`src/hw/rtl/i2a_pkg.sv`:
```
// Shared types, constants and the digit-to-character map of the integer formatter.
`timescale 1ns / 1ps
`default_nettype none
package i2a_pkg;

	localparam int unsigned VAL_W  = 32;
	localparam int unsigned BIT_CW = 5;
	localparam int unsigned DIG_N  = 10;
	localparam int unsigned DIG_CW = 4;
	localparam int unsigned BCD_W  = DIG_N * 4;
	localparam int unsigned CHAR_W = 7;

	localparam logic [1:0] ACT_HEX  = 2'd0;
	localparam logic [1:0] ACT_UDEC = 2'd1;
	localparam logic [1:0] ACT_SDEC = 2'd2;

	localparam logic [CHAR_W-1:0] CH_ZERO  = 7'h30;
	localparam logic [CHAR_W-1:0] CH_A     = 7'h61;
	localparam logic [CHAR_W-1:0] CH_MINUS = 7'h2D;
	localparam logic [CHAR_W-1:0] CH_SPACE = 7'h20;

	typedef struct packed {
		logic              valid;
		logic [CHAR_W-1:0] ch;
		logic              last;
	} emit_t;

	function automatic logic [CHAR_W-1:0] digit_char(input logic [3:0] nib);
		logic [CHAR_W-1:0] n;
		n = {3'b000, nib};
		if (nib < 4'd10) begin
			return CH_ZERO + n;
		end
		return CH_A + n - 7'd10;
	endfunction

endpackage
`default_nettype wire

```
`src/hw/rtl/i2a_bin2bcd.sv`:
```
// Bit-serial binary to BCD converter (shift and add three), one bit per cycle.
`timescale 1ns / 1ps
`default_nettype none
module i2a_bin2bcd
	import i2a_pkg::*;
(
	input  wire logic             clk,
	input  wire logic             arst_n,
	input  wire logic             start,
	input  wire logic [VAL_W-1:0] bin,
	output logic                  busy,
	output logic                  done,
	output logic [BCD_W-1:0]      bcd
);

	logic [VAL_W-1:0]  bin_q;
	logic [BCD_W-1:0]  bcd_q;
	logic [BIT_CW-1:0] cnt_q;
	logic              busy_q;
	logic              done_q;
	logic [BCD_W-1:0]  adj;

	always_comb begin
		for (int i = 0; i < DIG_N; i++) begin
			adj[i*4 +: 4] = (bcd_q[i*4 +: 4] >= 4'd5) ? bcd_q[i*4 +: 4] + 4'd3
			                                          : bcd_q[i*4 +: 4];
		end
	end

	always_ff @(posedge clk or negedge arst_n) begin
		if (!arst_n) begin
			busy_q <= 1'b0;
			done_q <= 1'b0;
			cnt_q  <= '0;
		end else begin
			done_q <= busy_q && (cnt_q == BIT_CW'(VAL_W - 1));
			if (start) begin
				busy_q <= 1'b1;
				cnt_q  <= '0;
			end else if (busy_q) begin
				cnt_q <= cnt_q + 1'b1;
				if (cnt_q == BIT_CW'(VAL_W - 1)) begin
					busy_q <= 1'b0;
				end
			end
		end
	end

	always_ff @(posedge clk) begin
		if (start) begin
			bin_q <= bin;
			bcd_q <= '0;
		end else if (busy_q) begin
			bcd_q <= {adj[BCD_W-2:0], bin_q[VAL_W-1]};
			bin_q <= {bin_q[VAL_W-2:0], 1'b0};
		end
	end

	assign busy = busy_q;
	assign done = done_q;
	assign bcd  = bcd_q;

endmodule
`default_nettype wire

```
`src/hw/rtl/i2a_emit.sv`:
```
// Character sequencer: strips leading zeros, then gives sign, padding and digits.
`timescale 1ns / 1ps
`default_nettype none
module i2a_emit
	import i2a_pkg::*;
#(
	parameter int unsigned W = 5
)
(
	input  wire logic             clk,
	input  wire logic             arst_n,
	input  wire logic             start,
	input  wire logic [BCD_W-1:0] digits,
	input  wire logic             neg,
	input  wire logic [W-1:0]     width,
	input  wire logic             zero_pad,
	input  wire logic             adv,
	output emit_t                 out,
	output logic                  busy
);

	typedef enum logic [4:0] {
		ST_IDLE  = 5'b00001,
		ST_STRIP = 5'b00010,
		ST_SIGN  = 5'b00100,
		ST_PAD   = 5'b01000,
		ST_DIGIT = 5'b10000
	} state_t;

	state_t            state_q;
	logic [BCD_W-1:0]  dig_q;
	logic [DIG_CW-1:0] ndig_q;
	logic [W-1:0]      padcnt_q;
	logic [W:0]        wext;
	logic [W:0]        nd_ext;
	logic [W-1:0]      pad_n;
	logic              top_zero;

	assign top_zero = (dig_q[BCD_W-1 -: 4] == 4'd0) && (ndig_q > DIG_CW'(1));
	assign wext     = (W+1)'(width);
	assign nd_ext   = (W+1)'(ndig_q);
	assign pad_n    = (wext > nd_ext) ? W'(wext - nd_ext) : '0;

	always_ff @(posedge clk or negedge arst_n) begin
		if (!arst_n) begin
			state_q  <= ST_IDLE;
			ndig_q   <= '0;
			padcnt_q <= '0;
		end else begin
			case (state_q)
				ST_IDLE: begin
					if (start) begin
						ndig_q  <= DIG_CW'(DIG_N);
						state_q <= ST_STRIP;
					end
				end
				ST_STRIP: begin
					if (top_zero) begin
						ndig_q <= ndig_q - 1'b1;
					end else begin
						padcnt_q <= pad_n;
						if (neg) begin
							state_q <= ST_SIGN;
						end else if (pad_n != '0) begin
							state_q <= ST_PAD;
						end else begin
							state_q <= ST_DIGIT;
						end
					end
				end
				ST_SIGN: begin
					if (adv) begin
						state_q <= (padcnt_q != '0) ? ST_PAD : ST_DIGIT;
					end
				end
				ST_PAD: begin
					if (adv) begin
						padcnt_q <= padcnt_q - 1'b1;
						if (padcnt_q == W'(1)) begin
							state_q <= ST_DIGIT;
						end
					end
				end
				ST_DIGIT: begin
					if (adv) begin
						ndig_q <= ndig_q - 1'b1;
						if (ndig_q == DIG_CW'(1)) begin
							state_q <= ST_IDLE;
						end
					end
				end
				default: begin
					state_q <= ST_IDLE;
				end
			endcase
		end
	end

	always_ff @(posedge clk) begin
		if (state_q == ST_IDLE && start) begin
			dig_q <= digits;
		end else if ((state_q == ST_STRIP && top_zero) || (state_q == ST_DIGIT && adv)) begin
			dig_q <= {dig_q[BCD_W-5:0], 4'd0};
		end
	end

	always_comb begin
		out.valid = 1'b0;
		out.ch    = CH_SPACE;
		out.last  = 1'b0;
		case (state_q)
			ST_SIGN: begin
				out.valid = 1'b1;
				out.ch    = CH_MINUS;
			end
			ST_PAD: begin
				out.valid = 1'b1;
				out.ch    = zero_pad ? CH_ZERO : CH_SPACE;
			end
			ST_DIGIT: begin
				out.valid = 1'b1;
				out.ch    = digit_char(dig_q[BCD_W-1 -: 4]);
				out.last  = (ndig_q == DIG_CW'(1));
			end
			default: begin
				out.valid = 1'b0;
			end
		endcase
	end

	assign busy = (state_q != ST_IDLE);

endmodule
`default_nettype wire

```
`src/hw/rtl/integer_to_ascii_formatter.sv`:
```
// Top level of the integer to ASCII formatter: input capture, control and output register.
// Usage:
//   Slave channel s_*: one word per number, fields action, value, pad_width and
//   zero_pad. s_tready is high only while the block holds no number in work.
//   Master channel m_*: one ASCII character per word, m_tlast on the final one.
//   Hex: the value is loaded, then leading zeros are stripped one at a time (up
//   to 9), then one character per cycle while the receiver keeps up. Decimal:
//   the value first passes the bit-serial BCD converter (one value bit per
//   cycle) before stripping. A number gives n characters, n from 1 to 32.
//   The next number is taken once the final character sits in the output
//   register, so a stalled receiver overlaps with the next load.
//   Reset clears all control state; no output is valid after reset.
//   A stalled receiver holds the output word and freezes the sequencer's sign, pad and digit steps.
`timescale 1ns / 1ps
`default_nettype none
module integer_to_ascii_formatter
	import i2a_pkg::*;
#(
	parameter int unsigned MAX_WIDTH = 31
)
(
	input  wire logic        clk,
	input  wire logic        arst_n,
	input  wire logic        s_tvalid,
	output logic             s_tready,
	// action[1:0], value[33:2], pad_width[38:34], zero_pad[39]
	input  wire logic [39:0] s_tdata,
	output logic             m_tvalid,
	input  wire logic        m_tready,
	// character[6:0], zero fill[7]
	output logic [7:0]       m_tdata,
	output logic             m_tlast
);

	localparam int unsigned CW = $clog2(MAX_WIDTH + 1);

	logic [1:0]       in_action;
	logic [VAL_W-1:0] in_value;
	logic [4:0]       in_pad_width;
	logic             in_zero_pad;
	logic             accept;
	logic             is_neg;
	logic             is_hex;
	logic [VAL_W-1:0] mag;
	logic [CW-1:0]    width_sat;

	logic [VAL_W-1:0] val_q;
	logic             neg_q;
	logic [CW-1:0]    width_q;
	logic             zero_pad_q;
	logic             hex_go_q;

	logic             conv_busy;
	logic             conv_done;
	logic [BCD_W-1:0] bcd;
	logic             emit_start;
	logic [BCD_W-1:0] emit_digits;
	emit_t            em;
	logic             emit_busy;
	logic             adv;

	logic              m_tvalid_q;
	logic [CHAR_W-1:0] char_q;
	logic              last_q;

	assign in_action    = s_tdata[1:0];
	assign in_value     = s_tdata[33:2];
	assign in_pad_width = s_tdata[38:34];
	assign in_zero_pad  = s_tdata[39];

	assign s_tready = !(conv_busy || conv_done || emit_busy || hex_go_q);
	assign accept   = s_tvalid && s_tready;
	assign is_hex   = (in_action == ACT_HEX);
	assign is_neg   = (in_action == ACT_SDEC) && in_value[VAL_W-1];
	assign mag      = is_neg ? (VAL_W'(0) - in_value) : in_value;
	assign width_sat = (32'(in_pad_width) > 32'(MAX_WIDTH)) ? CW'(MAX_WIDTH)
	                                                         : CW'(in_pad_width);

	always_ff @(posedge clk or negedge arst_n) begin
		if (!arst_n) begin
			hex_go_q <= 1'b0;
		end else begin
			hex_go_q <= accept && is_hex;
		end
	end

	always_ff @(posedge clk) begin
		if (accept) begin
			val_q      <= in_value;
			neg_q      <= is_neg;
			width_q    <= width_sat;
			zero_pad_q <= in_zero_pad;
		end
	end

	i2a_bin2bcd u_bcd (
		.clk    (clk),
		.arst_n (arst_n),
		.start  (accept && !is_hex),
		.bin    (mag),
		.busy   (conv_busy),
		.done   (conv_done),
		.bcd    (bcd)
	);

	assign emit_start  = hex_go_q || conv_done;
	assign emit_digits = hex_go_q ? {{(BCD_W-VAL_W){1'b0}}, val_q} : bcd;
	assign adv         = !m_tvalid_q || m_tready;

	i2a_emit #(.W(CW)) u_emit (
		.clk      (clk),
		.arst_n   (arst_n),
		.start    (emit_start),
		.digits   (emit_digits),
		.neg      (neg_q),
		.width    (width_q),
		.zero_pad (zero_pad_q),
		.adv      (adv),
		.out      (em),
		.busy     (emit_busy)
	);

	always_ff @(posedge clk or negedge arst_n) begin
		if (!arst_n) begin
			m_tvalid_q <= 1'b0;
		end else if (adv) begin
			m_tvalid_q <= em.valid;
		end
	end

	always_ff @(posedge clk) begin
		if (adv) begin
			char_q <= em.ch;
			last_q <= em.last;
		end
	end

	assign m_tvalid = m_tvalid_q;
	assign m_tdata  = {1'b0, char_q};
	assign m_tlast  = last_q;

`ifndef SYNTHESIS
	a_no_back_to_back: assert property (@(posedge clk) disable iff (!arst_n)
		accept |=> !s_tready)
		else $error("input taken while a number is in work");

	a_emit_after_conv: assert property (@(posedge clk) disable iff (!arst_n)
		em.valid |-> !conv_busy)
		else $error("characters emitted while converter busy");

	a_start_idle: assert property (@(posedge clk) disable iff (!arst_n)
		emit_start |-> !emit_busy)
		else $error("sequencer started while busy");

	a_hex_conv_excl: assert property (@(posedge clk) disable iff (!arst_n)
		hex_go_q |-> !(conv_busy || conv_done))
		else $error("hex and decimal paths active together");
`endif

endmodule
`default_nettype wire
```
`config.mk`:
```
export PLATFORM = sky130hd
export DESIGN_NAME = integer_to_ascii_formatter
export DESIGN_NICKNAME = d
export VERILOG_FILES = /design/src/hw/rtl/i2a_pkg.sv /design/src/hw/rtl/i2a_bin2bcd.sv /design/src/hw/rtl/i2a_emit.sv /design/src/hw/rtl/integer_to_ascii_formatter.sv
export SDC_FILE = /design/constraint.sdc
export NUM_CORES = 1
export LEC_CHECK = 0
export BUFFER_PORTS_ARGS = -buffer_cell sky130_fd_sc_hd__clkbuf_2
export CAP_MARGIN = 40
export CORE_MARGIN = 2
export CORE_UTILIZATION = 66
export DETAILED_ROUTE_END_ITERATION = 8
export HOLD_SLACK_MARGIN = 0.1
export PLACE_DENSITY_LB_ADDON = 0.12
export SLEW_MARGIN = 20
export SYNTH_ARGS = -nofsm -noshare
export SYNTH_HDL_FRONTEND = slang
export SYNTH_SLANG_ARGS = --single-unit
export TNS_END_PERCENT = 10
```
`constraint.sdc`:
```
create_clock -name clk -period 8.8 [get_ports clk]
set_input_delay 1.32 -clock clk [delete_from_list [all_inputs] [get_ports clk]]
set_output_delay 1.32 -clock clk [all_outputs]
set_load 0.005 [all_outputs]
```
==> qor.yml, run 1 <==
status:
  outcome: "finished clean"
critical_path:
  path_buf_inv: 1
  cp_cell_sequence: "nor2_1 -> nand4b_1 -> nor2_1 -> clkbuf_2"
  crit_path_start_kind: "register"
  critical_path_class: "reg -> out"
  cp_common_cell: "nor2_1"
  cp_slowest_stage_delay_ns: 0.66
  critical_path.top_delay_family: "flip-flops"
  worstPathMaxFanout: 26
  cp.required_ns: 7.48
  worstPathArrival_ns: 1.84
  cpMaxStageDelayCell: "dfrtp_2"
  crit_path_end_kind: "primary output"
cells_and_area:
  num-fill-cells: 964
  drive_above_1_share: 0.119
  synthToLayoutAreaGrowth_pct: 11.3
  instances_no_fill: 1127
  multi_input_area_um2: 3850
  diodes: 0
  seq_area_um2: 4950
  fin_nets: 1012
  fin_util: 0.742
sta:
  setup_viol: 0
  clock_skew_ns: 0.0157
  hold_violations: 0
  fin_ws_ns: 5.64
  rsz0062_at_grt: "false"
  fmax_mhz: 316
  fin_crit_sh: 0.359
  slew_violations: 0
  setup_tns_ns: 0
  slew_headroom: 0.436
  tightestPinTransition_ns: 0.845
  fin_crit_ns: 3.16
synthesis:
  ys_types: 64
  synth-simple-area-share: 0.145
  synth.cells.most_frequent: "128 x nand2_1, 119 x edfxtp_1, 98 x o21ai_0"
  ys_ff_latch: 182
  synth.net_count: 971
  synth_compound_area_frac: 0.131
  synthTopCellsByArea: "edfxtp_1 39%, dfxtp_1 8.8%, dfrtp_1 6.0%, o21ai_0 5.4%, nand2_1 5.3%"
  ys_seq_area_frac: 0.542
  synth-adder-area-share: 0.0474
  synth_top_family_by_area: "simple AND/OR/NAND/NOR gates"
  synthFlopType: "edfxtp_1"
  yosysWarningCount: 0
  syn-cell-area_um2: 9140
  synth_top_area_share: 0.391
  syn_inst: 893
  synthMuxAreaShare: 0.0408
  yosysTopAreaCell: "edfxtp_1"
  yosysMostFrequentCell: "nand2_1"
  synth-xor-area-share: 0.0556
  avgSynthCellArea_um2: 10.2
  synthArstFlopShare: 0.126
  synth_edf_count: 119
drt:
  wl_um: 19000
  vias_per_cell: 5.87
  ant_nets: 0
  firstDrtPassIters: 5
  num_vias: 6616
  drc: 0
  wl_per_cell_um: 16.8
  drt_iter0_drc: 562
die:
  initial_core_util: 0.666
  die-area_um2: 14800
  rows: 43
  fp.dieW_um: 122
  fp.dieH_um: 122
  core_area_um2: 13700
  boundaryPins: 55
worst_hold_path:
  holdCritPathClass: "reg -> reg"
cts:
  clk-insertion-delay-late_ns: 0.43
  post-cts-setup-buffers: 0
  cts_made_buffers: 17
  cts_tree: "built"
  path_clk_slew_ns: 0.06
  cts.root.buffer_cell: "clkbuf_16"
  htree_levels: 4
  clockBufferDepth: 2
  cts_resized: 0
  clock_sinks: 182
  cts_hold_buf: 0
job:
  max-cap-violations: 0
power_and_ir_drop:
  max-vdd-ir-drop_mv: 0.149
  leakagePower_nw: 4.06
  p_per_area_nw_per_um2: 295
place:
  pre_cts_ws_ns: 5.31
  place.port_buffers: 53
  dp.cells: 1094
  dp_hpwl_um: 12900
  gp_congestion: 0.905
grt:
  grt_max_degree: 76
  grt_first_pass_wirelength_um: 31300
  track_usage: 0.272
  antenna_found_initial: 0
  grt_pass1_vias: 6458
  grt_overflow: 0
-- cell families after synthesis --
kind of cell / Yosys count
compound gates: 213
xor+xnor: 58
fa+ha+maj: 34
buf+inv: 85
flops: 182
mux: 37
other cells: 2
simple gates: 282
-- tightest hold or removal path: stages (launching register included) --
cell and delay [ns]:
dfxtp_1 0.34, nand2_1 0.07, a21oi_1 0.05
-- final timing paths --
| check | to | cells after the start | slack [ns] | startpoint |
|---|---|---|---|---|
| min | u_bcd.bcd[27] | 2 | 0.50 | u_bcd.bcd[27] |
| max | s_tready | 4 | 5.64 | hex_go_q |
| max reg2reg | u_bcd.bin_q[21] | 7 | 5.89 | hex_go_q |
| min in group asynchronous | u_emit.ndig_q[2] | 1 | 0.90 | arst_n |
| min reg2reg | u_bcd.bcd[27] | 2 | 0.50 | u_bcd.bcd[27] |
| max in group asynchronous | hex_go_q | 1 | 7.44 | arst_n |
-- where the power goes --
part,switching [W],total (W),leakage (nW),internal (W)
registers,0.000166,0.00135,1.77,0.00119
logic,0.000523,0.000885,2.01,0.000363
clock network,0.000318,0.000762,0.278,0.000444
total,0.00101,0.00300,4.06,0.00199
-- per-stage QoR --
step	total power, W	area (um^2)	hold slack, ns
after global routing	0.00320	10200	0.515
final	0.00300	10200	0.503
after detailed placement	0.00224	9570	0.478
after CTS	0.00301	10200	0.504
after global placement	0.00215	9520	0.467
after floorplan	0.00199	9140	0.445
-- flip-flops by register name (all words and copies together), names as in the netlist --
signal           flops
u_emit.dig_q        40
m_tvalid             1
u_emit.padcnt_q      5
u_emit.state_q       5
u_bcd.bcd           40
u_bcd.done           1
val_q               32
hex_go_q             1
u_bcd.cnt_q          5
char_q               7
u_bcd.busy           1
u_emit.ndig_q        4
neg_q                1
u_bcd.bin_q         32
width_q              5
m_tlast              1
zero_pad_q           1
-- cell type report --
class,count,share of cell area
flip-flops and latches,182,0.486
multi-input cells,626,0.379
clock buffers,18,0.0422
repair buffers,63,0.0386
well taps,180,0.0221
inverters,44,0.0162
clock inverters,14,0.0157
-- cells in the final DEF, fill, tap and decap left out, types with 4 or more instances in the layout --
cell / instances
edfxtp_1: 119
nand3b_1: 9
clkbuf_16: 17
nand3_1: 11
o21ai_0: 98
xnor2_1: 37
clkbuf_2: 53
a31o_1: 6
nand2b_1: 11
or2_2: 5
mux2i_1: 35
dfxtp_1: 40
xor2_1: 21
buf_4: 7
ha_1: 33
a31oi_1: 10
nor3_1: 22
nor2_1: 62
dfrtp_1: 21
nand4_1: 4
nand2_1: 128
nor2b_1: 4
o31ai_1: 7
inv_1: 44
o21ai_1: 18
and2_1: 4
a21oi_1: 50
nor4_1: 4
-- routing by layer --
layer	GRT usage	wire, um
met1	0.362	8180
met5	0	0
met3	0.0501	887
met2	0.453	9600
met4	0.0941	279
No activity file was read; power rests on OpenSTA's default activity.
==> inputs of run 2 (changes only) <==
ABC_AREA = 1   (was unset)
CORE_UTILIZATION = 61   (was 66)
clock period = 3.1 ns   (was 8.8 ns; I/O delays follow)
==> run 2 against run 1 <==
Effect of this change:
- flip-flop and latch count is the same
- wire length is 5.6% higher
- area after synthesis up 2.5%
- critical endpoint is now u_bcd.bin_q[26]
==> qor.yml, run 2 <==
sta:
  fmax_mhz: 414
  fin_ws_ns: 0.684
  hold_violations: 0
  whs_ns: 0.205
  fin_crit_ns: 2.42
  slew_headroom: 0.466
  tightestPinTransition_ns: 0.800
  setup_viol: 0
  rsz0062_at_grt: "false"
  fin_crit_sh: 0.779
  clock_skew_ns: 0.0115
  slew_violations: 0
  setup_tns_ns: 0
synthesis:
  ys_seq_area_frac: 0.528
  synth_edf_count: 119
  yosysMostFrequentCell: "nand2_1"
  yosysWarningCount: 0
  syn_inst: 1066
  ys_ff_latch: 182
  synthTopCellsByArea: "edfxtp_1 38%, nand2_1 9.5%, dfxtp_1 8.5%, dfrtp_1 5.9%, inv_1 4.8%"
  yosysTopAreaCell: "edfxtp_1"
  avgSynthCellArea_um2: 8.79
  ys_types: 43
  synth.cells.most_frequent: "236 x nand2_1, 119 x edfxtp_1, 119 x inv_1"
  synth.net_count: 1144
  synthFlopType: "edfxtp_1"
  syn-cell-area_um2: 9370
  synthArstFlopShare: 0.126
  synth_top_area_share: 0.381
power_and_ir_drop:
  leakagePower_nw: 4.51
  p_per_area_nw_per_um2: 839
  total_power_w: 0.00872
  max-vdd-ir-drop_mv: 0.474
grt:
  grt_pass1_vias: 6644
  antenna_found_initial: 0
  grt_max_degree: 69
  grt_first_pass_wirelength_um: 31900
  grt_overflow: 0
  track_usage: 0.251
job:
  max-cap-violations: 0
worst_hold_path:
  min-delay-start: "s_tdata[36]"
  holdPathEnd: "width_q[2]"
  holdCritPathClass: "in -> reg"
  min_path_cells: 1
critical_path:
  worstPathArrival_ns: 2.58
  cp_cell_sequence: "nand4_2 -> nor2_2 -> nand3_2 -> inv_2 -> nand2_4 -> inv_2 -> buf_4 -> a31oi_1"
  crit_path_end_kind: "register"
  worstPathMaxFanout: 46
  r2r_cells: 8
  rrSetupSlack_ns: 0.68
  critical_path.top_delay_family: "buffers and inverters"
  cp.required_ns: 3.26
  cp_slowest_stage_delay_ns: 0.55
  crit_path_start_kind: "register"
  cp_common_cell: "inv_2"
  reg2reg_to: "u_bcd.bin_q[26]"
  rr_startpoint: "u_emit.state_q[0]"
  critical_path_class: "reg -> reg"
  path_buf_inv: 3
  cpMaxStageDelayCell: "dfstp_2"
cells_and_area:
  synthToLayoutAreaGrowth_pct: 10.9
  mostFrequentLayoutCells: "235 x nand2_1, 119 x inv_1, 119 x edfxtp_1, 113 x nor2_1, 75 x o21ai_0"
  diodes: 0
  instances_no_fill: 1315
  final_common_cell: "nand2_1"
  drive_above_1_share: 0.104
  num-fill-cells: 1237
  fin_nets: 1192
drt:
  wl_per_cell_um: 15.2
  firstDrtPassIters: 5
  vias_per_cell: 5.54
  ant_nets: 0
  wl_um: 20000
  drt_iter0_drc: 557
  drc: 0
  num_vias: 7286
cts:
  clk-insertion-delay-late_ns: 0.44
  cts_made_buffers: 17
  path_clk_slew_ns: 0.07
  clockBufferDepth: 2
  clock_sinks: 182
  cts.root.buffer_cell: "clkbuf_16"
  cts_tree: "built"
  post-cts-setup-buffers: 0
  htree_levels: 4
place:
  dp_hpwl_um: 14100
  pre_cts_ws_ns: 0.683
  gp_congestion: 0.891
  dp.cells: 1282
  place.port_buffers: 53
die:
  initial_core_util: 0.621
  fp.dieH_um: 128
  core_area_um2: 15100
  fp.dieW_um: 128
  boundaryPins: 55
  rows: 45
  die-area_um2: 16400
status:
  outcome: "finished clean"
[run 2: repair_timing]
action	CTS	global route
hold buffers	1	0
gates resized for setup	0	0
endpoints found under the hold margin	22	0
[run 2: final cells by class]
| type | count | area (um^2) | area share |
|---|---|---|---|
| clock buffers | 19 | 433 | 0.0417 |
| well taps | 188 | 235 | 0.0226 |
| flip-flops and latches | 182 | 4950 | 0.477 |
| clock inverters | 13 | 131 | 0.0126 |
| repair buffers | 67 | 385 | 0.0371 |
| inverters | 124 | 465 | 0.0448 |
| multi-input cells | 722 | 3790 | 0.365 |
[run 2: metrics by stage]
step | utilization | cell area (um^2)
finish | 0.689 | 10400
global route | 0.689 | 10400
CTS | 0.689 | 10400
detailed placement | 0.650 | 9820
global placement | 0.650 | 9820
floorplan | - | 9370
[run 2: worst max-delay path by stage]
stage                      startpoint                to  slack (ns)  depth (start not counted)
finish              u_emit.state_q[0]   u_bcd.bin_q[26]        0.68                          8
global route        u_emit.state_q[0]    u_bcd.bin_q[1]        0.47                          8
CTS                 u_emit.state_q[0]   u_bcd.bin_q[26]        0.68                          8
detailed placement         s_tdata[1]   u_bcd.bin_q[21]        0.68                          9
global placement           s_tdata[1]   u_bcd.bin_q[21]        0.73                          9
floorplan            u_emit.ndig_q[0]  u_emit.ndig_q[2]        0.60                         10
[run 2: cell families (layout without fill, tap and decap cells)]
family,count (synthesis),count (layout),share of synthesized area
AOI/OAI and AO/OA,202,202,0.122
xor gates and xnor gates,39,39,0.0365
adders and majority gates,34,34,0.0462
buffers and inverters,162,223,0.0689
DFF,182,182,0.528
other,2,2,0.000801
and+or+nand+nor,445,445,0.197
[run 2: where the power goes]
group          switching [W]  internal (W)
Sequential          0.000431       0.00340
Combinational        0.00172       0.00107
Clock               0.000917       0.00118
Total                0.00307       0.00566
[run 2: per-layer routing]
metal,GRT usage,vias to the layer above,part of all wire
li1,-,3678,-
met3,0.0463,33,0.046
met2,0.428,186,0.49
met5,0,-,0
met1,0.321,3389,0.43
met4,0.0989,0,0.025
[run 2: worst register-to-register path, cell delays in order (launching register included)]
cell,delay (ns)
dfstp_2,0.55
nand4_2,0.17
nor2_2,0.17
nand3_2,0.10
inv_2,0.09
nand2_4,0.24
inv_2,0.14
buf_4,0.51
a31oi_1,0.18
==> inputs of run 3 (changes only) <==
clock period = 2.43 ns   (was 3.1 ns; I/O delays follow)
==> run 3 against run 2 <==
Effect of this change:
- die area did not move
- utilization rose by 0.85 points
- flip-flop and latch count did not move
- clock-buffer cell count rose by 1
- critical path type unchanged
- critical path depth did not move
- wire length rose by 5.5%
- final cell count rose by 0.76%
- largest cell class unchanged
- combinational power rose by 31%
- power rose by 30%
- non-clock buffer count rose by 10
- maximum frequency rose by 6.9%
- setup slack got worse by 0.51 ns
==> qor.yml, run 3 (same netlist as run 2, synthesis figures left out) <==
status:
  outcome: "finished clean"
sta:
  rsz0062_at_grt: "false"
  whs_ns: 0.112
  slew_headroom: 0.582
  fin_crit_ns: 2.26
  setup_tns_ns: 0
  slew_violations: 0
  fin_crit_sh: 0.930
  clock_skew_ns: 0.00755
  fmax_mhz: 442
  fin_ws_ns: 0.170
  tightestPinTransition_ns: 0.627
  setup_viol: 0
  hold_violations: 0
cells_and_area:
  synthToLayoutAreaGrowth_pct: 12.2
  final_common_cell: "nand2_1"
  drive_above_1_share: 0.110
  diodes: 0
  mostFrequentLayoutCells: "235 x nand2_1, 119 x inv_1, 119 x edfxtp_1, 113 x nor2_1, 75 x o21ai_0"
  fin_nets: 1202
job:
  max-cap-violations: 0
grt:
  track_usage: 0.269
  grt_pass1_vias: 7256
  antenna_found_initial: 0
  grt_first_pass_wirelength_um: 34500
  grt_max_degree: 43
  grt_overflow: 0
drt:
  drt_iter0_drc: 580
  vias_per_cell: 5.63
  firstDrtPassIters: 5
  num_vias: 7457
  ant_nets: 0
  drc: 0
  wl_per_cell_um: 15.9
  wl_um: 21100
critical_path:
  r2r_cells: 8
  cp.required_ns: 2.55
  rrSetupSlack_ns: 0.17
  worstPathMaxFanout: 40
  cp_slowest_stage_delay_ns: 0.40
  rr_startpoint: "u_emit.ndig_q[0]"
  crit_path_start_kind: "register"
  reg2reg_to: "u_emit.dig_q[25]"
  cp_cell_sequence: "inv_1 -> ha_1 -> o21ai_0 -> nand4_1 -> nor2_1 -> a21oi_1 -> nand2_2 -> buf_12"
  startpoint: "u_emit.ndig_q[0]"
  critical_path_class: "reg -> reg"
  worstPathArrival_ns: 2.38
  path_buf_inv: 2
  critical_path.top_delay_family: "simple AND/OR/NAND/NOR gates"
  crit_path_end_kind: "register"
  cpMaxStageDelayCell: "dfrtp_1"
power_and_ir_drop:
  leakagePower_nw: 4.59
  total_power_w: 0.0114
  max-vdd-ir-drop_mv: 0.550
  p_per_area_nw_per_um2: 1080
cts:
  cts_made_buffers: 17
  cts.root.buffer_cell: "clkbuf_16"
  clk-insertion-delay-late_ns: 0.43
  clockBufferDepth: 2
  post-cts-setup-buffers: 0
  path_clk_slew_ns: 0.07
  cts_tree: "built"
  clock_sinks: 182
  htree_levels: 4
worst_hold_path:
  min-delay-start: "s_tdata[34]"
  min_path_cells: 1
  holdCritPathClass: "in -> reg"
  holdPathEnd: "width_q[0]"
die:
  die-area_um2: 16400
  fp.dieW_um: 128
  boundaryPins: 55
  rows: 45
  fp.dieH_um: 128
  initial_core_util: 0.621
  core_area_um2: 15100
place:
  place.port_buffers: 53
  dp_hpwl_um: 14200
  gp_congestion: 0.874
  pre_cts_ws_ns: 0.173
-- run 3: metal layers --
layer  track usage  vias up  routed length [um]
met3        0.0363       40                 904
met1         0.338     3508                9090
met5             0        -                   0
met4         0.108        0                 516
li1              -     3696                   -
met2         0.473      213               10600
-- run 3: area by class of cell --
type,count,area (um^2)
clock buffers,20,447
inverters,124,465
multi-input cells,722,3790
repair buffers,77,480
flip-flops and latches,182,4950
well taps,188,235
fillers,1249,4570
clock inverters,12,150
-- run 3: worst max-delay path by stage --
stage | endpoint | cells after the start
2_1_floorplan | u_bcd.bin_q[0] | 8
5_1_grt | u_emit.dig_q[16] | 8
3_5_place_dp | u_emit.dig_q[16] | 8
3_3_place_gp | u_emit.dig_q[16] | 8
6_report | u_emit.dig_q[25] | 8
4_1_cts | u_emit.dig_q[21] | 8
-- run 3: metrics by stage --
step                area (um^2)   util  instances
CTS                       10500  0.697       1325
global placement           9880  0.655       1289
floorplan                  9370      -       1066
detailed placement         9880  0.655       1289
finish                    10500  0.697       1325
global route              10500  0.697       1325
-- run 3: power by group --
part	leakage [nW]	switching, W	total, W	internal (W)
registers	1.77	0.000557	0.00490	0.00434
clock network	0.288	0.00118	0.00282	0.00164
logic	2.53	0.00227	0.00366	0.00139
-- run 3: what timing repair did --
item	4_1_cts	5_1_grt
hold buffers	4	0
hold endpoints to repair	25	0
gates resized for setup	0	0
-- run 3: worst register-to-register path: stages, from the launching register on --
cell and delay, ns:
dfrtp_1 0.40, inv_1 0.09, ha_1 0.23, o21ai_0 0.28, nand4_1 0.15, nor2_1 0.24, a21oi_1 0.10, nand2_2 0.18
buf_12 0.26
